[config.mk]
export PLATFORM = sky130hd
export DESIGN_NAME = i2c_target_transaction_handler_unit_flat
export DESIGN_NICKNAME = d
export VERILOG_FILES = /design/src/rtl/i2ctth_pkg.sv /design/src/rtl/i2ctth_if.sv /design/src/rtl/i2ctth_cfg_regs.sv /design/src/rtl/i2ctth_in_stage.sv /design/src/rtl/i2ctth_core.sv /design/src/rtl/i2ctth_out_stage.sv /design/src/rtl/i2ctth_core_top_note.sv /design/src/rtl/i2c_target_transaction_handler_unit.sv /design/src/flat_wrapper.sv
export SDC_FILE = /design/constraint.sdc
export NUM_CORES = 1
export LEC_CHECK = 0
export ABC_AREA = 1
export BUFFER_PORTS_ARGS = -buffer_cell sky130_fd_sc_hd__buf_2
export CORE_UTILIZATION = 25
export CTS_CLUSTER_DIAMETER = 30
export CTS_CLUSTER_SIZE = 10
export DETAILED_ROUTE_END_ITERATION = 16
export PLACE_DENSITY_LB_ADDON = 0.3
export SYNTH_ARGS = -nofsm -noshare
export SYNTH_HDL_FRONTEND = slang
export SYNTH_HIERARCHICAL = 1
export SYNTH_SLANG_ARGS = --single-unit
[constraint.sdc]
create_clock -name clk -period 4.8 [get_ports clk]
set_input_delay 0.24 -clock clk [delete_from_list [all_inputs] [get_ports clk]]
set_output_delay 0.24 -clock clk [all_outputs]
set_load 0.1 [all_outputs]
[src/rtl/i2ctth_pkg.sv]
package i2ctth_pkg;

    localparam int RX_DEPTH_DEFAULT = 32;

    localparam logic [6:0] CONFIG_RD_ADDR = 7'h76;
    localparam logic [6:0] POLL_RD_ADDR   = 7'h77;

    localparam logic [2:0] EV_DONE     = 3'b001;
    localparam logic [2:0] EV_DATA_ERR = 3'b010;
    localparam logic [2:0] EV_BUS_ERR  = 3'b100;

    localparam logic [5:0] RX_LIMIT_RESET = 6'd32;

    localparam logic [3:0] CONF_LEN = 4'd2;
    localparam logic [3:0] POLL_LEN = 4'd8;

    typedef enum logic [2:0] {
        OP_MATCH    = 3'd0,
        OP_DATA     = 3'd1,
        OP_STOP     = 3'd2,
        OP_CONSUMED = 3'd3,
        OP_RELEASE  = 3'd4
    } op_t;

    typedef enum logic [2:0] {
        CFG_OWN_ADDR   = 3'd0,
        CFG_OWN_VALID  = 3'd1,
        CFG_CONF_REPLY = 3'd2,
        CFG_POLL_REPLY = 3'd3,
        CFG_RX_LIMIT   = 3'd4
    } cfg_idx_t;

    typedef enum logic [1:0] {
        REPLY_EMPTY = 2'd0,
        REPLY_CONF  = 2'd1,
        REPLY_POLL  = 2'd2
    } reply_sel_t;

    typedef struct packed {
        logic [2:0] op;
        logic [7:0] bus_byte;
        logic       dir_read;
        logic       bus_fault;
        logic       master_nack;
    } item_t;

    typedef struct packed {
        logic       ack;
        logic       tx_valid;
        logic [7:0] tx_byte;
        logic       rx_valid;
        logic [4:0] rx_index;
        logic [6:0] rx_address;
        logic       terminate;
        logic       event_valid;
        logic [2:0] event_bits;
        logic       event_dropped;
    } result_t;

    typedef struct packed {
        logic [6:0]  own_address;
        logic        own_address_valid;
        logic [15:0] conf_reply;
        logic [63:0] poll_reply;
        logic [5:0]  rx_limit;
    } cfg_t;

endpackage

[src/rtl/i2ctth_if.sv]
interface i2ctth_in_if;
    logic       valid;
    logic       ready;
    logic [2:0] op;
    logic [7:0] bus_byte;
    logic       dir_read;
    logic       bus_fault;
    logic       master_nack;

    modport source (output valid, op, bus_byte, dir_read, bus_fault, master_nack,
                    input ready);
    modport sink (input valid, op, bus_byte, dir_read, bus_fault, master_nack,
                  output ready);
endinterface

interface i2ctth_out_if;
    logic       valid;
    logic       ready;
    logic       ack;
    logic       tx_valid;
    logic [7:0] tx_byte;
    logic       rx_valid;
    logic [4:0] rx_index;
    logic [6:0] rx_address;
    logic       terminate;
    logic       event_valid;
    logic [2:0] event_bits;
    logic       event_dropped;

    modport source (output valid, ack, tx_valid, tx_byte, rx_valid, rx_index, rx_address,
                           terminate, event_valid, event_bits, event_dropped,
                    input ready);
    modport sink (input valid, ack, tx_valid, tx_byte, rx_valid, rx_index, rx_address,
                        terminate, event_valid, event_bits, event_dropped,
                  output ready);
endinterface

interface i2ctth_cfg_if;
    logic        valid;
    logic        ready;
    logic [2:0]  index;
    logic [63:0] data;

    modport source (output valid, index, data, input ready);
    modport sink (input valid, index, data, output ready);
endinterface

[src/rtl/i2ctth_cfg_regs.sv]
module i2ctth_cfg_regs (
    input  logic                 clk,
    input  logic                 rst_n,
    i2ctth_cfg_if.sink           cfg,
    output i2ctth_pkg::cfg_t     cfg_q
);
    import i2ctth_pkg::*;

    cfg_t cfg_reg;
    cfg_t cfg_next;

    assign cfg.ready = 1'b1;
    assign cfg_q     = cfg_reg;

    always_comb
    begin
        cfg_next = cfg_reg;
        if (cfg.valid)
        begin
            unique case (cfg_idx_t'(cfg.index))
                CFG_OWN_ADDR:   cfg_next.own_address       = cfg.data[6:0];
                CFG_OWN_VALID:  cfg_next.own_address_valid = cfg.data[0];
                CFG_CONF_REPLY: cfg_next.conf_reply        = cfg.data[15:0];
                CFG_POLL_REPLY: cfg_next.poll_reply        = cfg.data;
                CFG_RX_LIMIT:   cfg_next.rx_limit          = cfg.data[5:0];
                default:        cfg_next = cfg_reg;
            endcase
        end
    end

    always_ff @(posedge clk or negedge rst_n)
    begin
        if (!rst_n)
        begin
            cfg_reg.own_address       <= '0;
            cfg_reg.own_address_valid <= 1'b0;
            cfg_reg.conf_reply        <= '0;
            cfg_reg.poll_reply        <= '0;
            cfg_reg.rx_limit          <= RX_LIMIT_RESET;
        end
        else
        begin
            cfg_reg <= cfg_next;
        end
    end

endmodule

[src/rtl/i2ctth_in_stage.sv]
module i2ctth_in_stage (
    input  logic              clk,
    input  logic              rst_n,
    i2ctth_in_if.sink         req,
    input  logic              advance,
    output logic              item_valid,
    output i2ctth_pkg::item_t item_q
);
    import i2ctth_pkg::*;

    logic  valid_reg;
    logic  valid_next;
    item_t item_reg;
    logic  take;

    assign req.ready  = !valid_reg || advance;
    assign take       = req.valid && req.ready;
    assign item_valid = valid_reg;
    assign item_q     = item_reg;

    always_comb
    begin
        valid_next = valid_reg;
        if (take)
        begin
            valid_next = 1'b1;
        end
        else if (advance)
        begin
            valid_next = 1'b0;
        end
    end

    always_ff @(posedge clk or negedge rst_n)
    begin
        if (!rst_n)
        begin
            valid_reg <= 1'b0;
        end
        else
        begin
            valid_reg <= valid_next;
        end
    end

    always_ff @(posedge clk)
    begin
        if (take)
        begin
            item_reg.op          <= req.op;
            item_reg.bus_byte    <= req.bus_byte;
            item_reg.dir_read    <= req.dir_read;
            item_reg.bus_fault   <= req.bus_fault;
            item_reg.master_nack <= req.master_nack;
        end
    end

endmodule

[src/rtl/i2ctth_core.sv]
module i2ctth_core #(
    parameter int RX_DEPTH = i2ctth_pkg::RX_DEPTH_DEFAULT
) (
    input  logic                clk,
    input  logic                rst_n,
    input  logic                step,
    input  i2ctth_pkg::item_t   item,
    input  i2ctth_pkg::cfg_t    cfg_q,
    output i2ctth_pkg::result_t res
);
    import i2ctth_pkg::*;

    localparam logic [5:0] RX_CAP = (RX_DEPTH > 63) ? 6'd63 : 6'(RX_DEPTH);

    logic       reading_reg,      reading_next;
    reply_sel_t reply_sel_reg,    reply_sel_next;
    logic [3:0] send_pos_reg,     send_pos_next;
    logic [3:0] reply_len_reg,    reply_len_next;
    logic [5:0] recv_pos_reg,     recv_pos_next;
    logic [6:0] write_target_reg, write_target_next;
    logic [2:0] pending_reg,      pending_next;

    logic [6:0] addr;
    logic [5:0] rx_lim;
    logic [7:0] reply_byte;
    logic [2:0] ev;
    logic       raise;
    logic       err;

    assign addr   = item.bus_byte[7:1];
    assign rx_lim = (cfg_q.rx_limit < RX_CAP) ? cfg_q.rx_limit : RX_CAP;

    always_comb
    begin
        case (reply_sel_reg)
            REPLY_CONF: reply_byte = send_pos_reg[0] ? cfg_q.conf_reply[15:8]
                                                     : cfg_q.conf_reply[7:0];
            REPLY_POLL: reply_byte = cfg_q.poll_reply[{send_pos_reg[2:0], 3'b000} +: 8];
            default:    reply_byte = 8'd0;
        endcase
    end

    always_comb
    begin
        res               = '0;
        reading_next      = reading_reg;
        reply_sel_next    = reply_sel_reg;
        send_pos_next     = send_pos_reg;
        reply_len_next    = reply_len_reg;
        recv_pos_next     = recv_pos_reg;
        write_target_next = write_target_reg;
        pending_next      = pending_reg;
        ev                = '0;
        raise             = 1'b0;
        err               = 1'b0;

        unique case (op_t'(item.op))
            OP_MATCH:
            begin
                ev = item.bus_fault ? EV_BUS_ERR : 3'd0;
                if (item.dir_read)
                begin
                    reading_next  = 1'b1;
                    send_pos_next = 4'd0;
                    if (cfg_q.own_address_valid && addr == cfg_q.own_address)
                    begin
                        reply_sel_next = REPLY_EMPTY;
                        reply_len_next = 4'd0;
                    end
                    else if (addr == CONFIG_RD_ADDR)
                    begin
                        reply_sel_next = REPLY_CONF;
                        reply_len_next = CONF_LEN;
                    end
                    else if (addr == POLL_RD_ADDR)
                    begin
                        reply_sel_next = REPLY_POLL;
                        reply_len_next = POLL_LEN;
                    end
                    else
                    begin
                        reply_sel_next = REPLY_EMPTY;
                        reply_len_next = 4'd0;
                        err            = 1'b1;
                    end
                end
                else
                begin
                    reading_next      = 1'b0;
                    write_target_next = addr;
                    err               = (recv_pos_reg != 6'd0);
                end
                if (err)
                begin
                    ev = ev | EV_DATA_ERR;
                end
                res.ack = !err;
                raise   = (ev != 3'd0);
            end
            OP_DATA:
            begin
                if (reading_reg)
                begin
                    if ((send_pos_reg != 4'd0 && item.master_nack)
                        || send_pos_reg >= reply_len_reg)
                    begin
                        err = 1'b1;
                    end
                    else
                    begin
                        res.tx_valid  = 1'b1;
                        res.tx_byte   = reply_byte;
                        send_pos_next = send_pos_reg + 4'd1;
                    end
                end
                else
                begin
                    if (recv_pos_reg >= rx_lim)
                    begin
                        err = 1'b1;
                    end
                    else
                    begin
                        res.rx_valid   = 1'b1;
                        res.rx_index   = recv_pos_reg[4:0];
                        res.rx_address = write_target_reg;
                        recv_pos_next  = recv_pos_reg + 6'd1;
                    end
                end
                if (err)
                begin
                    res.terminate = 1'b1;
                    ev            = EV_DATA_ERR;
                    raise         = 1'b1;
                end
                else
                begin
                    res.ack = 1'b1;
                end
            end
            OP_STOP:
            begin
                ev    = EV_DONE;
                raise = 1'b1;
            end
            OP_CONSUMED:
            begin
                pending_next = 3'd0;
            end
            OP_RELEASE:
            begin
                recv_pos_next = 6'd0;
            end
            default:
            begin
                res = '0;
            end
        endcase

        if (raise)
        begin
            res.event_bits = ev;
            if (pending_reg != 3'd0)
            begin
                res.event_dropped = 1'b1;
            end
            else
            begin
                res.event_valid = 1'b1;
                pending_next    = ev;
            end
        end
    end

    always_ff @(posedge clk or negedge rst_n)
    begin
        if (!rst_n)
        begin
            reading_reg      <= 1'b0;
            reply_sel_reg    <= REPLY_EMPTY;
            send_pos_reg     <= '0;
            reply_len_reg    <= '0;
            recv_pos_reg     <= '0;
            write_target_reg <= '0;
            pending_reg      <= '0;
        end
        else if (step)
        begin
            reading_reg      <= reading_next;
            reply_sel_reg    <= reply_sel_next;
            send_pos_reg     <= send_pos_next;
            reply_len_reg    <= reply_len_next;
            recv_pos_reg     <= recv_pos_next;
            write_target_reg <= write_target_next;
            pending_reg      <= pending_next;
        end
    end

`ifndef SYNTHESIS
    a_raised_sets_pending: assert property (@(posedge clk) disable iff (!rst_n)
        step && res.event_valid |=> pending_reg != 3'd0)
        else $error("Raised event did not leave an event pending.");

    a_drop_needs_pending: assert property (@(posedge clk) disable iff (!rst_n)
        step && res.event_dropped |-> pending_reg != 3'd0 && !res.event_valid)
        else $error("Event dropped while none was pending.");

    a_send_advances: assert property (@(posedge clk) disable iff (!rst_n)
        step && res.tx_valid |=> send_pos_reg == 4'($past(send_pos_reg) + 4'd1))
        else $error("Send position did not advance after a reply byte.");

    a_send_in_range: assert property (@(posedge clk) disable iff (!rst_n)
        send_pos_reg <= reply_len_reg)
        else $error("Send position ran past the reply length.");

    a_recv_advances: assert property (@(posedge clk) disable iff (!rst_n)
        step && res.rx_valid |=> recv_pos_reg == 6'($past(recv_pos_reg) + 6'd1))
        else $error("Receive position did not advance after a write word.");
`endif

endmodule

[src/rtl/i2ctth_out_stage.sv]
module i2ctth_out_stage (
    input  logic                clk,
    input  logic                rst_n,
    input  logic                load,
    input  i2ctth_pkg::result_t res,
    output logic                free,
    i2ctth_out_if.source        rsp
);
    import i2ctth_pkg::*;

    logic    valid_reg;
    logic    valid_next;
    result_t res_reg;

    assign free = !valid_reg || rsp.ready;

    assign rsp.valid         = valid_reg;
    assign rsp.ack           = res_reg.ack;
    assign rsp.tx_valid      = res_reg.tx_valid;
    assign rsp.tx_byte       = res_reg.tx_byte;
    assign rsp.rx_valid      = res_reg.rx_valid;
    assign rsp.rx_index      = res_reg.rx_index;
    assign rsp.rx_address    = res_reg.rx_address;
    assign rsp.terminate     = res_reg.terminate;
    assign rsp.event_valid   = res_reg.event_valid;
    assign rsp.event_bits    = res_reg.event_bits;
    assign rsp.event_dropped = res_reg.event_dropped;

    always_comb
    begin
        valid_next = valid_reg;
        if (load)
        begin
            valid_next = 1'b1;
        end
        else if (rsp.ready)
        begin
            valid_next = 1'b0;
        end
    end

    always_ff @(posedge clk or negedge rst_n)
    begin
        if (!rst_n)
        begin
            valid_reg <= 1'b0;
        end
        else
        begin
            valid_reg <= valid_next;
        end
    end

    always_ff @(posedge clk)
    begin
        if (load)
        begin
            res_reg <= res;
        end
    end

endmodule

[src/rtl/i2ctth_core_top_note.sv]
module i2ctth_step_ctrl (
    input  logic item_valid,
    input  logic out_free,
    output logic step
);
    assign step = item_valid && out_free;
endmodule

[src/rtl/i2c_target_transaction_handler_unit.sv]
// Channel  Direction  Word
// req      in         bus event: op, bus_byte, dir_read, bus_fault, master_nack
// rsp      out        result: ack, tx and rx fields, terminate, event fields
// cfg      in         register write: index, data
//
// An event passes from acceptance to result through the input register, then the result register.
// One event is accepted per cycle unless rsp stalls; the decode between the registers sets that rate.
// Reset clears the transfer state, the pending event and the registers to their defaults.
// A stalled rsp holds the result; req keeps flowing until both registers are full.
module i2c_target_transaction_handler_unit #(
    parameter int RX_DEPTH = i2ctth_pkg::RX_DEPTH_DEFAULT
) (
    input logic          clk,
    input logic          rst_n,
    i2ctth_in_if.sink    req,
    i2ctth_out_if.source rsp,
    i2ctth_cfg_if.sink   cfg
);
    import i2ctth_pkg::*;

    cfg_t    cfg_q;
    item_t   item_q;
    result_t res;
    logic    item_valid;
    logic    out_free;
    logic    step;

    i2ctth_cfg_regs u_cfg_regs (
        .clk   (clk),
        .rst_n (rst_n),
        .cfg   (cfg),
        .cfg_q (cfg_q)
    );

    i2ctth_in_stage u_in_stage (
        .clk        (clk),
        .rst_n      (rst_n),
        .req        (req),
        .advance    (out_free),
        .item_valid (item_valid),
        .item_q     (item_q)
    );

    i2ctth_step_ctrl u_step_ctrl (
        .item_valid (item_valid),
        .out_free   (out_free),
        .step       (step)
    );

    i2ctth_core #(
        .RX_DEPTH (RX_DEPTH)
    ) u_core (
        .clk   (clk),
        .rst_n (rst_n),
        .step  (step),
        .item  (item_q),
        .cfg_q (cfg_q),
        .res   (res)
    );

    i2ctth_out_stage u_out_stage (
        .clk   (clk),
        .rst_n (rst_n),
        .load  (step),
        .res   (res),
        .free  (out_free),
        .rsp   (rsp)
    );

endmodule
[src/flat_wrapper.sv]
// flat-port wrapper written by rule: the top's interface ports become plain ports
module i2c_target_transaction_handler_unit_flat import i2ctth_pkg::*;
#(
    parameter int RX_DEPTH = i2ctth_pkg::RX_DEPTH_DEFAULT
)
  (clk, rst_n, req_valid, req_op, req_bus_byte, req_dir_read, req_bus_fault, req_master_nack, req_ready, rsp_valid, rsp_ack, rsp_tx_valid, rsp_tx_byte, rsp_rx_valid, rsp_rx_index, rsp_rx_address, rsp_terminate, rsp_event_valid, rsp_event_bits, rsp_event_dropped, rsp_ready, cfg_valid, cfg_index, cfg_data, cfg_ready);
  i2ctth_in_if req_i ();
  i2ctth_out_if rsp_i ();
  i2ctth_cfg_if cfg_i ();
  input logic clk;
  input logic rst_n;
  input wire logic [$bits(req_i.valid)-1:0] req_valid;
  input wire logic [$bits(req_i.op)-1:0] req_op;
  input wire logic [$bits(req_i.bus_byte)-1:0] req_bus_byte;
  input wire logic [$bits(req_i.dir_read)-1:0] req_dir_read;
  input wire logic [$bits(req_i.bus_fault)-1:0] req_bus_fault;
  input wire logic [$bits(req_i.master_nack)-1:0] req_master_nack;
  output wire logic [$bits(req_i.ready)-1:0] req_ready;
  output wire logic [$bits(rsp_i.valid)-1:0] rsp_valid;
  output wire logic [$bits(rsp_i.ack)-1:0] rsp_ack;
  output wire logic [$bits(rsp_i.tx_valid)-1:0] rsp_tx_valid;
  output wire logic [$bits(rsp_i.tx_byte)-1:0] rsp_tx_byte;
  output wire logic [$bits(rsp_i.rx_valid)-1:0] rsp_rx_valid;
  output wire logic [$bits(rsp_i.rx_index)-1:0] rsp_rx_index;
  output wire logic [$bits(rsp_i.rx_address)-1:0] rsp_rx_address;
  output wire logic [$bits(rsp_i.terminate)-1:0] rsp_terminate;
  output wire logic [$bits(rsp_i.event_valid)-1:0] rsp_event_valid;
  output wire logic [$bits(rsp_i.event_bits)-1:0] rsp_event_bits;
  output wire logic [$bits(rsp_i.event_dropped)-1:0] rsp_event_dropped;
  input wire logic [$bits(rsp_i.ready)-1:0] rsp_ready;
  input wire logic [$bits(cfg_i.valid)-1:0] cfg_valid;
  input wire logic [$bits(cfg_i.index)-1:0] cfg_index;
  input wire logic [$bits(cfg_i.data)-1:0] cfg_data;
  output wire logic [$bits(cfg_i.ready)-1:0] cfg_ready;
  assign req_i.valid = req_valid;
  assign req_i.op = req_op;
  assign req_i.bus_byte = req_bus_byte;
  assign req_i.dir_read = req_dir_read;
  assign req_i.bus_fault = req_bus_fault;
  assign req_i.master_nack = req_master_nack;
  assign req_ready = req_i.ready;
  assign rsp_valid = rsp_i.valid;
  assign rsp_ack = rsp_i.ack;
  assign rsp_tx_valid = rsp_i.tx_valid;
  assign rsp_tx_byte = rsp_i.tx_byte;
  assign rsp_rx_valid = rsp_i.rx_valid;
  assign rsp_rx_index = rsp_i.rx_index;
  assign rsp_rx_address = rsp_i.rx_address;
  assign rsp_terminate = rsp_i.terminate;
  assign rsp_event_valid = rsp_i.event_valid;
  assign rsp_event_bits = rsp_i.event_bits;
  assign rsp_event_dropped = rsp_i.event_dropped;
  assign rsp_i.ready = rsp_ready;
  assign cfg_i.valid = cfg_valid;
  assign cfg_i.index = cfg_index;
  assign cfg_i.data = cfg_data;
  assign cfg_ready = cfg_i.ready;
  i2c_target_transaction_handler_unit #(.RX_DEPTH(RX_DEPTH)) u_core (.clk(clk), .rst_n(rst_n), .req(req_i), .rsp(rsp_i), .cfg(cfg_i));
endmodule
# Word-level counts from Yosys, hierarchy flattened
# Index checks and enable logic that the tools add are counted.
# totals
inputBits	86
word_cells	136
reg_bits	166
# classes
bitwise_logic	3
shifts	1
n_reduce_logical	34
n_addsub	2
eq_ne	18
n_lt_le_gt_ge	3
muxes	46
# op_table
operator	n
$shiftx 64x7->8	1
$mux 4	6
$mux 1	18
$mux 6	3
$pmux 8 s2	1
$mux 3	5
$eq 7x7->1 const B	2
$reduce_and 2->1	7
$mux 13	1
$eq 3x2->1 const B	4
$pmux 6 s2	1
$mux 2	5
$mux 9	1
$pmux 3 s3	1
$mux 8	1
$ne 2x2->1 const B	4
$pmux 4 s2	1
$reduce_bool 2->1	4
$eq 7x7->1	1
$add 6x1->6 const B	1
$eq 3x1->1 const B	2
$eq 3x3->1 const B	2
$ge 6x6->1	1
$logic_not 3->1	2
other kinds (20)	32

# Logic depth before layout (Yosys ltp)
# logic_depth
depth_word	11
mapped_depth	13
depth_no_buf	13

# Modules after synthesis
# The synthesis kept the hierarchy.
# by_module_without_submodules
module	n_inst	area_each_um2	seq_area_each_um2	cells_each
i2ctth_cfg_regs	1	3736.1	2353.5	414
i2ctth_core	1	2606.2	575.6	426
i2ctth_out_stage	1	915.9	895.9	34
i2ctth_in_stage	1	465.4	445.4	20
i2ctth_step_ctrl	1	7.5	0.0	2

# Least setup slack after synthesis
# No wires, ideal clock.
# synth_timing
path_type	register to register
startpoint	register u_core.u_out_stage.valid_reg, in the netlist u_core/u_out_stage/rsp.valid
endpoint	register u_core.u_core.write_target_reg[0]
path_stages_with_launch	10
synth_period_minus_slack_ns	2.525
setup_ns	0.126
path_buffers	1
t_arrival_ns	2.399
slack_ns	2.275
t_required_ns	4.674
path_cell_list	dfrtp_1 > nand2_2 > nand2_1 > inv_1 > inv_1 > nor2_1 > inv_1 > nor2_4 > buf_4 > o21ai_0
# synth_between
elab_chain_len	4
# synth_rtl
element	line	source
start: declaration	i2ctth_out_stage.sv:11	logic valid_reg;
start signal: assignment	i2ctth_out_stage.sv:50	valid_reg <= valid_next;
$logic_not 1->1	i2ctth_out_stage.sv:15	assign free = !valid_reg || rsp.ready;
$logic_or 1x1->1	i2ctth_out_stage.sv:15	
named net u_core.out_free	i2c_target_transaction_handler_unit.sv:25	logic out_free;
$logic_and 1x1->1	i2ctth_core_top_note.sv:6	assign step = item_valid && out_free;
named net u_core.step	i2c_target_transaction_handler_unit.sv:26	logic step;
$reduce_and 3->1 (no source line)	--	
end signal: assignment	i2ctth_core.sv:194	write_target_reg <= write_target_next;
end: declaration	i2ctth_core.sv:20	logic [6:0] write_target_reg, write_target_next;
# The timed path passes the listed nets, and every way through them passes these cells.
# A chain may end at the register's enable or synchronous reset.

# Worst setup path in the final report
# layout_timing
startpoint	register u_core.u_core.send_pos_reg[1]
endpoint	register u_core.u_out_stage.res_reg (netlist bit u_core/u_out_stage/rsp.tx_byte[5]) (data pin)
# layout_between
elab_chain_len	4
elab_cells_between_ends	7
# layout_rtl
element	line	source
start: declaration	i2ctth_core.sv:17	logic [3:0] send_pos_reg, send_pos_next;
start signal: assignment	i2ctth_core.sv:191	send_pos_reg <= send_pos_next;
parallel branches: the longest is 4 deep, another holds $shiftx 64x7->8	--	
end signal: assignment	i2ctth_out_stage.sv:58	res_reg <= res;
end: declaration	i2ctth_out_stage.sv:13	result_t res_reg;
# Parallel ways; which one is timed is not known.

==> flow_metrics.py <==
metrics = {
    "final_layout": {
        "areaGrowthSynthToFinish_pct": 20.3,
        "nNetsFinal": 1116,
        "fillCellCount": 3222,
        "n_antenna_cell": 0,
        "instances_no_fill": 1419,
        "layout-drive-gt1-share_pct": 17.7,
        "largest_reg_flops": 94,
    },
    "power": {
        "max-vdd-ir-drop_mv": 0.240,
        "power_density_nw_per_um2": 438,
        "power_frac_seq_pct": 44.4,
        "swShare_pct": 34.5,
        "p_switching_w": 0.00140,
        "internal_power_w": 0.00266,
        "p_leak_nw": 4.70,
        "p_total_w": 0.00406,
        "combPwrFrac_pct": 22.8,
        "clkPwrFrac_pct": 32.8,
    },
    "clock_network": {
        "cts_buffer_depth": 2,
        "cts_root_buffer": "clkbuf_16",
        "htree_levels": 4,
        "cts-buffers-inserted": 17,
        "clock_latency_ps": 430,
        "clk_pin_slew_ps": 70,
        "cts_setup_buffers": 0,
        "cts_tree": "yes",
        "cts_sinks": 161,
    },
    "floorplanning": {
        "rows": 63,
        "die_x_um": 178,
        "initial_core_util_pct": 25.7,
        "die_h_um": 178,
        "die_area_sq_um": 31500,
        "core_sq_um": 30000,
        "boundaryPins": 118,
    },
    "sta": {
        "final_max_slew_viol_count": 0,
        "final.setup.tns_ps": 0,
        "setup_viol": 0,
        "fin_skew_ps": 14.1,
        "period_needed_ps": 2380,
        "timing.fmax_mhz": 420,
        "hold_viol": 0,
        "period_share_pct": 49.6,
        "worstMarginPinSlew_ps": 908,
        "rsz0062_at_grt": "false",
        "relSlewSlack_pct": 39.2,
        "holdWs_ps": 13.8,
    },
    "grt": {
        "grt_pass1_vias": 5832,
        "antenna_found_initial": 0,
        "grt_max_degree": 70,
        "track_usage_pct": 13.0,
        "grt_pass1_wl_mm": 31.6,
        "global_route.overflow_total": 0,
    },
    "yosys": {
        "yosys_warnings": 6,
        "post_synth_instance_area_sq_um": 7700,
        "syn-num-nets": 995,
        "synth.avg_cell_area_sq_um": 8.60,
        "synth_cells": 895,
    },
    "worst_hold_path": {
        "min-delay-start": "cfg_data[39]",
        "hold_class": "in -> reg",
    },
    "drt": {
        "routedWlPerCell_um": 13.8,
        "drt-pass1-iter-count": 5,
        "drc": 0,
        "drtIter0Drc": 393,
        "vias": 6015,
        "wirelength_mm": 19.6,
        "vias_per_cell": 4.24,
        "postRouteAntennaNets": 0,
    },
    "setup_path": {
        "cp-start-kind": "register",
        "cp_max_fo": 27,
        "reg2reg_slack_ps": 2420,
        "worstSetupStartpoint": "u_core/u_core/send_pos_reg[1]$_DFFE_PN0P_",
        "crit_type": "reg -> reg",
        "worstPathRequired_ps": 5100,
        "arrival_ps": 2680,
        "worst_setup_path_end_kind": "register",
        "r2r-start": "u_core/u_core/send_pos_reg[1]$_DFFE_PN0P_",
    },
    "status": {
        "status": "finished, final reports clean",
    },
    "placement": {
        "dpl.hpwl_mm": 13.8,
        "place_inst": 1370,
        "io_buffers": 115,
        "gp_congestion": 0.813,
    },
    "flow_run": {
        "cap_violations": 0,
    },
}
[placed cells by master (no fill, tap or decap), types with 2 or more instances in the layout]
cell type	instances
a21oi_1	7
a22o_1	2
buf_2	114
buf_4	6
clkbuf_16	17
clkinv_1	2
clkinvlp_4	3
dfrtp_1	118
dlygate4sd3_1	17
edfxtp_1	42
ha_1	14
inv_1	69
inv_2	7
inv_4	2
inv_6	6
nand2_1	338
nand2_2	6
nand3_1	46
nand3_2	3
nand4_1	4
nor2_1	77
nor2_4	5
nor2_8	3
nor3_1	3
o21a_1	8
o21ai_0	71
o21ai_1	12
o22ai_1	8
o31ai_1	2
xor2_1	4
[area by class of cell]
class / instances / area (sq um) / area share, %
clock buffer: 17 / 425 / 4.59
clock inverter: 15 / 150 / 1.62
inverter: 79 / 302 / 3.25
multi-input combinational: 620 / 2880 / 31.0
sequential: 161 / 4240 / 45.8
tap: 390 / 488 / 5.27
timing repair buffer: 137 / 786 / 8.48
[stage by stage]
step	worst slack, ps	instance area, sq um	util, %
after floorplan	2280	7700	-
after global placement	2440	8520	28.4
after detailed placement	2390	8520	28.4
after CTS	2390	9270	30.9
after global routing	2230	9270	30.9
final	2420	9270	30.9
[power by group through the flow]
stage,Combinational [W],Sequential (W),Clock [W]
after floorplan,0.000534,0.00196,0
after global placement,0.000912,0.00182,0
after detailed placement,0.000925,0.00182,0
after CTS,0.000939,0.00180,0.00137
after global routing,0.00105,0.00183,0.00142
final,0.000926,0.00180,0.00133
[routing by layer]
metal,routed length [um],global-route usage [%],up-vias
met5,0,0,-
met2,9170,20.5,132
met3,832,2.53,14
li1,-,-,3087
met4,263,3.85,0
met1,9350,18.0,2782
[path summary, 6_finish.rpt]
check                                                               to  cells after the start
min in group asynchronous      u_core/u_cfg_regs/cfg_q[39]$_DFFE_PN0P_                      2
setup reg to reg           u_core/u_out_stage/rsp.tx_byte[5]$_DFFE_PP_                     12
setup / recovery           u_core/u_out_stage/rsp.tx_byte[5]$_DFFE_PP_                     12
hold / removal                 u_core/u_cfg_regs/cfg_q[45]$_DFFE_PN0P_                      3
max in group asynchronous      u_core/u_cfg_regs/cfg_q[17]$_DFFE_PN0P_                      3
hold reg to reg                u_core/u_cfg_regs/cfg_q[85]$_DFFE_PN0P_                      2
[worst max-delay path, cell delays in order, from the launching register on]
cell and delay [ps]:
dfrtp_1 320, buf_4 290, clkinv_1 400, ha_1 420, nand2_2 70, nand3_2 70, nand2_2 80, nand3_4 80
nor2_4 140, inv_2 100, nor2_8 150, nand2_1 80, inv_1 50
[repair_timing]
item                                   in CTS  in global routing
gates resized for setup                     0                  0
hold buffers                               17                  0
endpoints found under the hold margin      84                  0
Note: power is estimated with default switching activity, not from simulation.
